`config.mk`:
```
export PLATFORM = sky130hd
export DESIGN_NAME = modular_exponentiation_top
export DESIGN_NICKNAME = d
export VERILOG_FILES = /design/src/me_pkg.sv /design/src/me_mulmod.sv /design/src/modular_exponentiation_top.sv
export SDC_FILE = /design/constraint.sdc
export NUM_CORES = 1
export LEC_CHECK = 0
export ABC_AREA = 1
export ABC_CLOCK_PERIOD_IN_PS = 13100
export BUFFER_PORTS_ARGS = -buffer_cell sky130_fd_sc_hd__buf_2
export CAP_MARGIN = 0
export CORE_UTILIZATION = 40
export CTS_CLUSTER_SIZE = 12
export DETAILED_ROUTE_END_ITERATION = 12
export PLACE_DENSITY = 0.6
export SLEW_MARGIN = 20
export SYNTH_ARGS = -nofsm -noshare
export SYNTH_HDL_FRONTEND = slang
export SYNTH_SLANG_ARGS = --single-unit
```
`constraint.sdc`:
```
create_clock -name clk -period 13.1 [get_ports clk]
set_clock_uncertainty 0.05 [all_clocks]
set_input_delay 0.655 -clock clk [delete_from_list [all_inputs] [get_ports clk]]
set_output_delay 0.655 -clock clk [all_outputs]
set_load 0.01 [all_outputs]
```
`src/me_pkg.sv`:
```
// Package for the modular exponentiation block: operand widths, counter
// widths and the state types of both sequencers. No dependencies.
package me_pkg;

  localparam int OPERAND_BITS  = 31;
  localparam int EXPONENT_BITS = 63;
  localparam int CNT_W         = (OPERAND_BITS > 1) ? $clog2(OPERAND_BITS) : 1;

  typedef logic [OPERAND_BITS-1:0]  operand_t;
  typedef logic [EXPONENT_BITS-1:0] exponent_t;

  // Modular multiplier sequencer.
  typedef enum logic [1:0] {
    MM_IDLE,
    MM_DBL,
    MM_ADD,
    MM_DONE
  } mm_state_t;

  // Status the multiplier reports to the exponent sequencer.
  typedef struct packed {
    logic busy;
    logic done;
  } mm_stat_t;

  // Exponent sequencer.
  typedef enum logic [2:0] {
    ST_IDLE,
    ST_REDUCE,
    ST_BIT,
    ST_MUL_ACC,
    ST_MUL_SQ,
    ST_FINISH
  } top_state_t;

endpackage

```
`src/me_mulmod.sv`:
```
// Shared modular multiplier: x * y mod m by interleaved double-and-add,
// one multiplier bit per pass through its double and add states. Depends on me_pkg.
module me_mulmod
  import me_pkg::*;
(
  input  logic     clk,
  input  logic     rst_n,
  input  logic     start,
  input  operand_t x,
  input  operand_t y,
  input  operand_t m,
  output mm_stat_t stat,
  output operand_t result
);

  mm_state_t        state_r, state_nxt;
  operand_t         r_r, x_r, y_r, m_r;
  logic [CNT_W-1:0] cnt_r;
  logic             load;
  logic             last_bit;

  logic [OPERAND_BITS:0] dbl_w, dbl_red, sum_w, sum_red;

  // Both intermediate values stay below 2m, so one conditional subtract
  // brings each back into range.
  assign dbl_w   = {r_r, 1'b0};
  assign dbl_red = (dbl_w >= {1'b0, m_r}) ? (dbl_w - {1'b0, m_r}) : dbl_w;
  assign sum_w   = {1'b0, r_r} + {1'b0, x_r};
  assign sum_red = (sum_w >= {1'b0, m_r}) ? (sum_w - {1'b0, m_r}) : sum_w;
  assign last_bit = (cnt_r == CNT_W'(OPERAND_BITS - 1));

  always_comb begin
    state_nxt = state_r;
    case (state_r)
      MM_IDLE: begin
        if (start) state_nxt = MM_DBL;
      end
      MM_DBL: state_nxt = MM_ADD;
      MM_ADD: begin
        state_nxt = last_bit ? MM_DONE : MM_DBL;
      end
      MM_DONE: begin
        state_nxt = start ? MM_DBL : MM_IDLE;
      end
      default: state_nxt = MM_IDLE;
    endcase
  end

  always_comb begin
    stat.busy = 1'b0;
    stat.done = 1'b0;
    load      = 1'b0;
    case (state_r)
      MM_IDLE: load = start;
      MM_DBL,
      MM_ADD:  stat.busy = 1'b1;
      MM_DONE: begin
        stat.done = 1'b1;
        load      = start;
      end
      default: stat.busy = 1'b0;
    endcase
  end

  always_ff @(posedge clk) begin
    if (!rst_n) begin
      state_r <= MM_IDLE;
    end else begin
      state_r <= state_nxt;
    end
  end

  always_ff @(posedge clk) begin
    if (load) begin
      x_r   <= x;
      y_r   <= y;
      m_r   <= m;
      r_r   <= '0;
      cnt_r <= '0;
    end else if (state_r == MM_DBL) begin
      r_r <= dbl_red[OPERAND_BITS-1:0];
    end else if (state_r == MM_ADD) begin
      if (y_r[OPERAND_BITS-1]) r_r <= sum_red[OPERAND_BITS-1:0];
      y_r   <= {y_r[OPERAND_BITS-2:0], 1'b0};
      cnt_r <= cnt_r + 1'b1;
    end
  end

  assign result = r_r;

`ifndef ASSERT_OFF
  a_result_reduced: assert property (@(posedge clk) disable iff (!rst_n)
    stat.done |-> (r_r < m_r))
    else $error("multiplier result not below modulus");

  a_partial_reduced: assert property (@(posedge clk) disable iff (!rst_n)
    stat.busy |-> (r_r < m_r))
    else $error("partial remainder left the residue range");

  a_done_after_last: assert property (@(posedge clk) disable iff (!rst_n)
    (state_r == MM_ADD && last_bit) |=> stat.done)
    else $error("multiplier did not finish after its last bit");
`endif

endmodule

```
`src/modular_exponentiation_top.sv`:
```
// Time from input beat to result beat grows with the position of the highest set exponent bit
// and with the number of set bits, since every product runs through the one shared 31-bit
// multiplier; a zero modulus bypasses the multiplier altogether.
// Throughput: one item at a time; in_ready is high only while the sequencer is idle.
// Reset (synchronous, rst_n low) clears both sequencers and the result valid flag.
// Top level of the modular exponentiation block. Depends on me_pkg and me_mulmod.
module modular_exponentiation_top
  import me_pkg::*;
(
  input  logic      clk,
  input  logic      rst_n,
  input  logic      in_valid,
  output logic      in_ready,
  input  operand_t  in_base_value,
  input  exponent_t in_exponent,
  input  operand_t  in_modulus,
  output logic      out_valid,
  input  logic      out_ready,
  output operand_t  out_power_residue
);

  // Right-to-left square-and-multiply. Every modular product, including the
  // initial reduction of the base (computed as (1 mod m) * base), runs through
  // the single shared multiplier.

  top_state_t state_r, state_nxt;
  operand_t   acc_r, sq_r, m_r;
  exponent_t  exp_r;
  logic       out_valid_r;
  operand_t   out_data_r;

  logic       mm_start;
  operand_t   mm_x, mm_y, mm_m, mm_result;
  mm_stat_t   mm_stat;

  logic       accept;
  logic       zero_mod;
  logic       exp_rest_zero;
  logic       out_free;
  operand_t   one_mod;

  assign accept        = in_valid && in_ready;
  assign zero_mod      = (in_modulus == '0);
  // 1 mod m is 0 only for a modulus of one.
  assign one_mod       = (in_modulus == operand_t'(1)) ? '0 : operand_t'(1);
  assign exp_rest_zero = ((exp_r >> 1) == '0);
  // The result register can take a new beat when it is empty or being drained.
  assign out_free      = !out_valid_r || out_ready;

  // Next state of the exponent sequencer.
  always_comb begin
    state_nxt = state_r;
    case (state_r)
      ST_IDLE: begin
        if (in_valid) state_nxt = zero_mod ? ST_BIT : ST_REDUCE;
      end
      ST_REDUCE: begin
        if (mm_stat.done) state_nxt = ST_BIT;
      end
      ST_BIT: begin
        if (exp_r == '0)     state_nxt = ST_FINISH;
        else if (exp_r[0])   state_nxt = ST_MUL_ACC;
        else                 state_nxt = ST_MUL_SQ;
      end
      ST_MUL_ACC: begin
        if (mm_stat.done) state_nxt = exp_rest_zero ? ST_BIT : ST_MUL_SQ;
      end
      ST_MUL_SQ: begin
        if (mm_stat.done) state_nxt = ST_BIT;
      end
      ST_FINISH: begin
        if (out_free) state_nxt = ST_IDLE;
      end
      default: state_nxt = ST_IDLE;
    endcase
  end

  // Handshake and multiplier operand selection.
  always_comb begin
    in_ready = 1'b0;
    mm_start = 1'b0;
    mm_x     = sq_r;
    mm_y     = sq_r;
    mm_m     = m_r;
    case (state_r)
      ST_IDLE: begin
        in_ready = 1'b1;
        mm_start = in_valid && !zero_mod;
        mm_x     = one_mod;
        mm_y     = in_base_value;
        mm_m     = in_modulus;
      end
      ST_BIT: begin
        mm_start = (exp_r != '0);
        mm_x     = exp_r[0] ? acc_r : sq_r;
      end
      ST_MUL_ACC: begin
        // Square right after the multiply unless no exponent bits remain.
        mm_start = mm_stat.done && !exp_rest_zero;
      end
      default: mm_start = 1'b0;
    endcase
  end

  always_ff @(posedge clk) begin
    if (!rst_n) begin
      state_r <= ST_IDLE;
    end else begin
      state_r <= state_nxt;
    end
  end

  // Working registers of the exponent loop.
  always_ff @(posedge clk) begin
    case (state_r)
      ST_IDLE: begin
        if (accept) begin
          m_r   <= in_modulus;
          acc_r <= zero_mod ? '0 : one_mod;
          exp_r <= zero_mod ? '0 : in_exponent;
        end
      end
      ST_REDUCE: begin
        if (mm_stat.done) sq_r <= mm_result;
      end
      ST_MUL_ACC: begin
        if (mm_stat.done) begin
          acc_r <= mm_result;
          if (exp_rest_zero) exp_r <= '0;
        end
      end
      ST_MUL_SQ: begin
        if (mm_stat.done) begin
          sq_r  <= mm_result;
          exp_r <= exp_r >> 1;
        end
      end
      default: acc_r <= acc_r;
    endcase
  end

  // Output register: the result beat waits here while the block goes idle.
  always_ff @(posedge clk) begin
    if (!rst_n) begin
      out_valid_r <= 1'b0;
    end else if (state_r == ST_FINISH && out_free) begin
      out_valid_r <= 1'b1;
    end else if (out_ready) begin
      out_valid_r <= 1'b0;
    end
  end

  always_ff @(posedge clk) begin
    if (state_r == ST_FINISH && out_free) out_data_r <= acc_r;
  end

  assign out_valid         = out_valid_r;
  assign out_power_residue = out_data_r;

  me_mulmod u_mulmod (
    .clk    (clk),
    .rst_n  (rst_n),
    .start  (mm_start),
    .x      (mm_x),
    .y      (mm_y),
    .m      (mm_m),
    .stat   (mm_stat),
    .result (mm_result)
  );

`ifndef ASSERT_OFF
  a_idle_mul_quiet: assert property (@(posedge clk) disable iff (!rst_n)
    (state_r == ST_IDLE) |-> !mm_stat.busy)
    else $error("multiplier busy while the sequencer is idle");

  a_acc_in_range: assert property (@(posedge clk) disable iff (!rst_n)
    (state_r == ST_BIT && m_r != '0) |-> (acc_r < m_r && sq_r < m_r))
    else $error("loop operand not reduced by the modulus");

  a_finish_loads: assert property (@(posedge clk) disable iff (!rst_n)
    (state_r == ST_FINISH && out_free) |=> (out_valid_r && out_data_r == $past(acc_r)))
    else $error("finished result not placed in the output register");
`endif

endmodule

```
==> results summary, run 1 <==
The run finished with clean final reports. For this run, the total global-route usage over all layers was measured as 0.252. The post-layout net count came out at 3047. The most critical setup path has its startpoint at u_mulmod.result[0]$_SDFFE_PP0P_. The number of buffers on the longest clock path came out at 3.

Walking the worst path, the cells encountered are ha_1, fa_1, nand3_1, nand3_1, a21o_1, nand3_1, nand2_1, xor2_1, inv_1, ha_1, nand2_1, nor2_2, nand2_1, nor2_1, nand2_1, nand4_1, nand3_2, nand2_4, inv_2, nand2_1, nand3_1, nand3_1, nand2_1. The worst setup path is of the flop to flop kind. The post-synthesis cell area came out at 0.0207 mm².

The maximum achievable frequency came out at 0.215 GHz. Clock latency on the worst-skew pair, taken at its later pin, is 0.56 ns. The number of buffers inserted by hold repair at cts came out at 0. The number of rows in the core area came out at 83.

The worst register-to-register path ends at u_mulmod.result[11]$_SDFFE_PP0P_. The number of buffer cells added on primary ports is 161. The CTS sink count came out at 322. In the post-synthesis netlist, the biggest area contributors are sky130_fd_sc_hd__edfxtp_1 (41%), sky130_fd_sc_hd__nand2_1 (12%), sky130_fd_sc_hd__inv_1 (6.9%), sky130_fd_sc_hd__ha_1 (6.1%), sky130_fd_sc_hd__nor2_1 (5.1%). The post-CTS resize count came out at 0. The first-pass GRT wire length came out at 102000 µm. By area, the combinational part of the netlist is dominated by simple AND/OR/NAND/NOR gates. The number of optimization iterations in the first detailed-route pass came out at 5.

The maximum net fanout on the critical path came out at 42. The setup slack of the worst register-to-register path came out at approximately 8.4 ns. The post-route DRC violation count came out at 0. The synthesized design contains 280 enable-type register cells.

The most instantiated library cell after synthesis is sky130_fd_sc_hd__nand2_1. For this run, the leading register cell type out of synthesis is sky130_fd_sc_hd__edfxtp_1. In this run the post-CTS setup repair buffer count came out at 0. The number of nets in the synthesized netlist is 2903. The maximum number of pins on one net before global-route repair came out at 97. The TritonCTS buffer count came out at 39. The via count of the first global-routing pass is 18.2k. about 160 I/O pins were placed.

The library cell appearing most often on the critical path is sky130_fd_sc_hd__nand2_1. The yosys synthesis warning count is 0. After detailed routing, the average wire length per cell comes to 19.0 µm.

The final critical path time including I/O delays and setup is between 4 and 5 ns. In this run the mean area of a mapped cell was 7.76 µm². The max-slew headroom at the worst pin is 0.307.

The hold violation count in the final report was 0. The global placer's final weighted congestion came out at 0.962. The number of antenna diodes is 0. The largest total area in the synthesized netlist belongs to sky130_fd_sc_hd__edfxtp_1. After synthesis the netlist holds a flip-flop and latch count of 322. The TritonCTS clock tree is done.

The leftover overflow at the end of global routing came out at 0. The summed negative setup slack over all endpoints came out at 0 ns. The share of synthesized flip-flops with an asynchronous set or reset is 0. The placeable core area is 0.0512 mm².

After clock tree synthesis, the clock-pin slew on the worst setup and hold paths is 0.06 ns. The remaining antenna violation count after routing came out at 0. The peak per-stage delay on the critical path is 0.47 ns. The x dimension of the die is 230 µm. Dividing the detail-routed via count by the number of cells gives 5.27. The clock root buffer is sky130_fd_sc_hd__clkbuf_16.

For this configuration, the core starts out at a cell density of 0.405. The portion of netlist area occupied by mux cells came out at 0. The worst hold path depth came out at 1. Setup repair after global routing left no endpoint under its margin. The worst hold path belongs to the class input pin to flop. For this block, the via count after detailed routing is 18.6k.

The data required time at the worst endpoint came out at 13.50 ns. For the worst setup path, the data arrival time is roughly 5 ns. The max-capacitance violation count came out at 0. The slowest stage of the critical path is the sky130_fd_sc_hd__fa_1 cell. The share of synthesized area occupied by flip-flops and latches is 0.447. The worst register-to-register path begins at u_mulmod.result[0]$_SDFFE_PP0P_. The half-perimeter wire length after placement is 52000 µm. The final max-slew violation count is 0. By count the netlist is led by sky130_fd_sc_hd__nand2_1 (654), sky130_fd_sc_hd__inv_1 (379), sky130_fd_sc_hd__edfxtp_1 (280), sky130_fd_sc_hd__nor2_1 (280), sky130_fd_sc_hd__o21ai_0 (204). Of the cells placed in the final design, the portion with a size suffix greater than 1 is 0.0993. The actual slew at the worst max-slew pin is between 1 and 1.5 ns.

The die area came out at 0.0527 mm². The post-synthesis share of cell area spent on and, or, nand and nor gates is 0.256. The final setup violation count is 0. The first-iteration detailed-routing DRC count is 1364. The sort of element at the end of the critical path is a flop. Of the total synthesized cell area, the portion taken by XOR and XNOR cells is 0.0233. The share of synthesized cell area in full adder, half adder and majority cells came out at 0.0639.

The worst setup path is launched from a flop. The critical path ends at u_mulmod.result[11]$_SDFFE_PP0P_. The initial antenna violation count is 0. In the finished design, the share of the clock period the worst path needs comes to 0.355.

The fraction of synthesized cell area taken by the top area cell type is 0.406. The final layout contains routed wiring with a total length of 66700 µm. Yosys mapped the design onto 47 distinct sky130hd cell types. The synthesis-to-finish area growth is 12.8%. Counting every instance in the synthesized netlist gives 2670. The compound-gate portion of the synthesized area came out at 0.122. The worst-case reg-to-reg path depth is 23.

From bottom edge to top edge, the die measures 230 µm. The CTS H-tree depth came out at 2.
## layout by cell type, fill, tap and decap left out, types with 4 or more instances in the layout
master / netlist / layout
sky130_fd_sc_hd__nor2_4: 2 / 6
sky130_fd_sc_hd__or2_0: 8 / 8
sky130_fd_sc_hd__inv_1: 379 / 378
sky130_fd_sc_hd__a31oi_1: 4 / 4
sky130_fd_sc_hd__inv_2: 12 / 12
sky130_fd_sc_hd__nand2_1: 654 / 653
sky130_fd_sc_hd__o21a_1: 4 / 4
sky130_fd_sc_hd__o21ai_1: 4 / 4
sky130_fd_sc_hd__clkinv_1: 2 / 11
sky130_fd_sc_hd__nand2_2: 9 / 10
sky130_fd_sc_hd__xor2_1: 33 / 33
sky130_fd_sc_hd__nor3_1: 16 / 16
sky130_fd_sc_hd__clkbuf_16: 0 / 39
sky130_fd_sc_hd__buf_2: 12 / 161
sky130_fd_sc_hd__dfxtp_1: 42 / 42
sky130_fd_sc_hd__nand4_1: 48 / 48
sky130_fd_sc_hd__xnor2_1: 22 / 22
sky130_fd_sc_hd__buf_4: 3 / 22
sky130_fd_sc_hd__nand3_1: 183 / 183
sky130_fd_sc_hd__nand3b_1: 15 / 15
sky130_fd_sc_hd__ha_1: 101 / 101
sky130_fd_sc_hd__nor4_1: 15 / 14
sky130_fd_sc_hd__o21bai_1: 14 / 14
sky130_fd_sc_hd__a32o_1: 7 / 7
sky130_fd_sc_hd__a21oi_1: 183 / 182
sky130_fd_sc_hd__nor2_2: 6 / 7
sky130_fd_sc_hd__o21ai_0: 204 / 204
sky130_fd_sc_hd__o31ai_1: 31 / 31
sky130_fd_sc_hd__clkbuf_1: 47 / 10
sky130_fd_sc_hd__or2_2: 3 / 4
sky130_fd_sc_hd__edfxtp_1: 280 / 280
sky130_fd_sc_hd__nor2_1: 280 / 275
## state kept, by name (all words and copies together) (netlist names)
register           count
u_mulmod.y_r          31
state_r                3
m_r                   31
acc_r                 31
u_mulmod.m_r          31
u_mulmod.state_r       2
u_mulmod.result       31
out_power_residue     31
sq_r                  31
out_valid              1
u_mulmod.x_r          31
exp_r                 63
u_mulmod.cnt_r         5
## final cells by class
| cell class | instances | area (µm²) |
|---|---|---|
| inverter | 393 | 1480 |
| sequential | 322 | 9250 |
| timing repair buffer | 183 | 971 |
| fill | 5149 | 27800 |
| multi-input combinational | 1875 | 9670 |
| clock buffer | 49 | 1010 |
| tap | 680 | 851 |
| clock inverter | 19 | 133 |
## worst min path at each step
stage / start / to / slack (ns)
after floorplan: acc_r[7]$_SDFFCE_PN0P_ / out_power_residue[7]$_DFFE_PP_ / 0.38
after global placement: acc_r[23]$_SDFFCE_PN0P_ / out_power_residue[23]$_DFFE_PP_ / 0.38
after detailed placement: acc_r[22]$_SDFFCE_PN0P_ / out_power_residue[22]$_DFFE_PP_ / 0.39
after CTS: in_modulus[8] / m_r[8]$_DFFE_PP_ / 0.23
after global routing: in_modulus[27] / m_r[27]$_DFFE_PP_ / 0.24
final: in_modulus[11] / m_r[11]$_DFFE_PP_ / 0.25
## per-layer routing
metal / routed length, µm / global-route usage
met2: 31400 / 0.423
met5: 0 / 0
met3: 3780 / 0.0266
met4: 2170 / 0.0848
met1: 29300 / 0.338
## worst max-delay path: cells and delay by family, from the launching register on
kind	cells	cell delay [ns]
fa+ha+maj	3	1.11
flops	1	0.38
simple gates	16	2.03
buf+inv	2	0.35
xor+xnor	1	0.40
compound gates	1	0.23
## cells by family after synthesis
family | Yosys count
flops | 322
fa+ha+maj | 104
xor+xnor | 55
simple gates | 1252
compound gates | 464
buf+inv | 473
## stage by stage
stage / utilization / instance area, µm² / hold WS (ns) / instances / setup slack, ns
final: 0.456 / 23400 / 0.254 / 3521 / 8.45
after global routing: 0.456 / 23400 / 0.242 / 3521 / 7.96
after CTS: 0.456 / 23400 / 0.234 / 3521 / 8.34
after detailed placement: 0.434 / 22200 / 0.389 / 3453 / 8.35
after global placement: 0.434 / 22200 / 0.383 / 3453 / 8.44
after floorplan: - / 20700 / 0.376 / 2670 / 7.81
Power of run 1 is left out: the tool's default activity adds up to more than one toggle a clock period on the data nets, which glitch-free logic cannot reach.
==> run 2, diff against run 1 <==
- ABC_CLOCK_PERIOD_IN_PS: 13100 -> 4400
- clock period: 13.1 -> 4.4 ns (I/O delays scaled with it)
==> results summary, run 2 (synthesized netlist as in run 1, its figures left out) <==
In this run the most critical hold path is launched from in_base_value[9]. The x dimension of the die came to 230 µm (unchanged). exp_r holds more flip-flops than any other register. The count of boundary I/O pins came out at 162 (unchanged). The CTS H-tree depth came out at 2 (unchanged). The post-CTS setup repair buffer count is 0 (unchanged).

The data arrival time of the worst path came out at 4.62 ns (-0.43 ns). The path class of the lowest-slack min-delay path is input pin to flop. The starting utilization of the core area came out at 0.405 (unchanged). The detailed-route wire length came to 69800 µm (+4.6%). Traced cell by cell, the critical path runs through ha_1, fa_1, nand3_1, nand3_1, a21o_1, nand3_1, nand2_1, nand2_1, nand3b_1, nand2_1, inv_1, ha_2, nand2_1, nor2_2, inv_1, nor3_1, nand4_1, nand2_1, nand2_1, nand3_1, nand3_1, a21oi_1. The die area is 0.0527 mm² (unchanged). The first-iteration detailed-routing DRC count is 1430 (+4.8%). The first-pass GRT wire length came to 106000 µm (+3.8%). The global placer's final weighted congestion came out at 1.00 (+4.2%).

The maximum net fanout on the critical path is 7 (-83%). The via count of the first global-routing pass is 18.5k (+1.4%). The number of rows in the core area was 83 (unchanged).

The post-layout net count came out at 3184 (+4.5%). The max-capacitance violation count is 0 (unchanged). The max-slew headroom at the worst pin is 0.295 (-0.0123).

The leftover overflow at the end of global routing is 0 (unchanged). The half-perimeter wire length after placement came out at 54000 µm (+4.0%). The number of optimization iterations in the first detailed-route pass came to 6 (+1).

The TritonCTS buffer count came out at 39 (unchanged). The TritonCTS clock tree is done. The cell sitting at the root of the clock tree is a sky130_fd_sc_hd__clkbuf_16.

The actual slew at the worst max-slew pin came out at 1.06 ns (+0.0197 ns). The post-route DRC violation count came out at 0 (unchanged). The peak per-stage delay on the critical path came out at 0.44 ns (-0.03 ns).

The final critical path time including I/O delays and setup came out at 4.18 ns (-0.473 ns). The clock-pin slew reported for the worst setup and hold paths after clock tree synthesis is 0.06 ns (about the same). The placeable core area came out at 0.0512 mm² (unchanged). The average routed wire per standard cell came out at 19.1 µm (+0.59%). The library cell used most frequently in the layout, excluding fill and tap cells, is sky130_fd_sc_hd__nand2_1.

The worst setup path is launched from a flop. The post-route clock period utilization came out at 0.950 (+0.595). The critical path launch point is u_mulmod.result[0]$_SDFFE_PP0P_. The top cell types in the final layout, fill and taps aside, are sky130_fd_sc_hd__nand2_1 (653), sky130_fd_sc_hd__inv_1 (379), sky130_fd_sc_hd__edfxtp_1 (280). The number of antenna diodes came out at 0 (unchanged). Setup repair after global routing could not meet its margin everywhere. The worst register-to-register path begins at u_mulmod.result[0]$_SDFFE_PP0P_. The cell that appears most often on the critical path is sky130_fd_sc_hd__nand2_1. The maximum number of pins on one net before global-route repair is 96 (-1.0%). The share of layout cells above drive strength 1 is 0.113 (+0.0138). The height of the chip was 230 µm (unchanged). The worst-case setup slack after placement came to 0.0715 ns (-8.28 ns). The CTS sink count came out at 322 (unchanged).

The remaining antenna violation count after routing came out at 0 (unchanged). The smallest setup slack after layout is 0.220 ns (-8.23 ns). The global-route usage over all layers came to 0.262 (+0.00991). The critical path's slowest cell is sky130_fd_sc_hd__fa_1. The final setup violation count is 0 (unchanged).

The worst setup path is captured at a flop. The per-cell via count in the routed design is 5.24 (-0.62%). The maximum achievable frequency came out at 0.239 GHz (+11%). The final max-slew violation count came to 0 (unchanged). The number of buffer cells added on primary ports came out at 161 (unchanged). The vias after detailed routing is 19.2k (+3.3%). The data required time at the worst endpoint is 4.84 ns (-8.66 ns). The number of flip-flops under the largest register name was 63 (unchanged).

The clock insertion delay at the later pin of the skew report is 0.56 ns (about the same). The run finished with clean final reports. By startpoint and endpoint, the worst setup path is classified as flop to flop. Compared with the post-synthesis result, the final layout area differs by 19.8%.

The number of buffers on the longest clock path came out at 3 (unchanged). The hold violation count in the final report came out at 0 (unchanged). The initial antenna violation count came to 0 (unchanged).
[run 2: routing by layer]
metal	track usage	wire length (µm)
met1	0.363	31600
met2	0.427	31800
met3	0.0321	4310
met4	0.0769	2040
met5	0	0
[run 2: worst paths after layout]
kind / endpoint / slack [ns] / cells after the start
worst max-delay path: u_mulmod.result[28]$_SDFFE_PP0P_ / 0.22 / 22
worst min-delay path: u_mulmod.y_r[9]$_DFFE_PP_ / 0.03 / 3
worst max register to register: u_mulmod.result[28]$_SDFFE_PP0P_ / 0.22 / 22
worst min register to register: out_power_residue[8]$_DFFE_PP_ / 0.40 / 0
[run 2: worst max-delay path, delay by kind of cell (launching register included)]
family	cells	cell delay [ns]
fa+ha+maj	3	1.09
buf+inv	2	0.19
compound gates	2	0.36
simple gates	15	2.04
flops	1	0.37
[run 2: stage by stage]
step / setup TNS [ns] / hold slack [ns] / instances / utilization / cell area (µm²)
6_report: 0 / 0.0324 / 3661 / 0.485 / 24800
2_1_floorplan: 0 / 0.269 / 2670 / - / 20700
5_1_grt: -0.108 / 0.0405 / 3661 / 0.485 / 24800
3_3_place_gp: 0 / 0.364 / 3493 / 0.440 / 22500
3_5_place_dp: 0 / 0.364 / 3493 / 0.440 / 22500
4_1_cts: 0 / 0.00906 / 3661 / 0.484 / 24800
[run 2: timing repair]
item / 4_1_cts / 5_1_grt
endpoints found under the setup margin: 0 / 31
hold buffers: 97 / 0
endpoints found under the hold margin: 104 / 0
resized for setup: 0 / 9
[run 2: area by class of cell]
class | instances | area (µm²)
clock buffers | 50 | 1030
clock inverters | 21 | 230
fillers | 4950 | 26400
inverters | 393 | 1480
multi-input cells | 1875 | 9710
flip-flops and latches | 322 | 9250
well taps | 680 | 851
repair buffers | 320 | 2270
Power of run 2 is left out for the same reason.
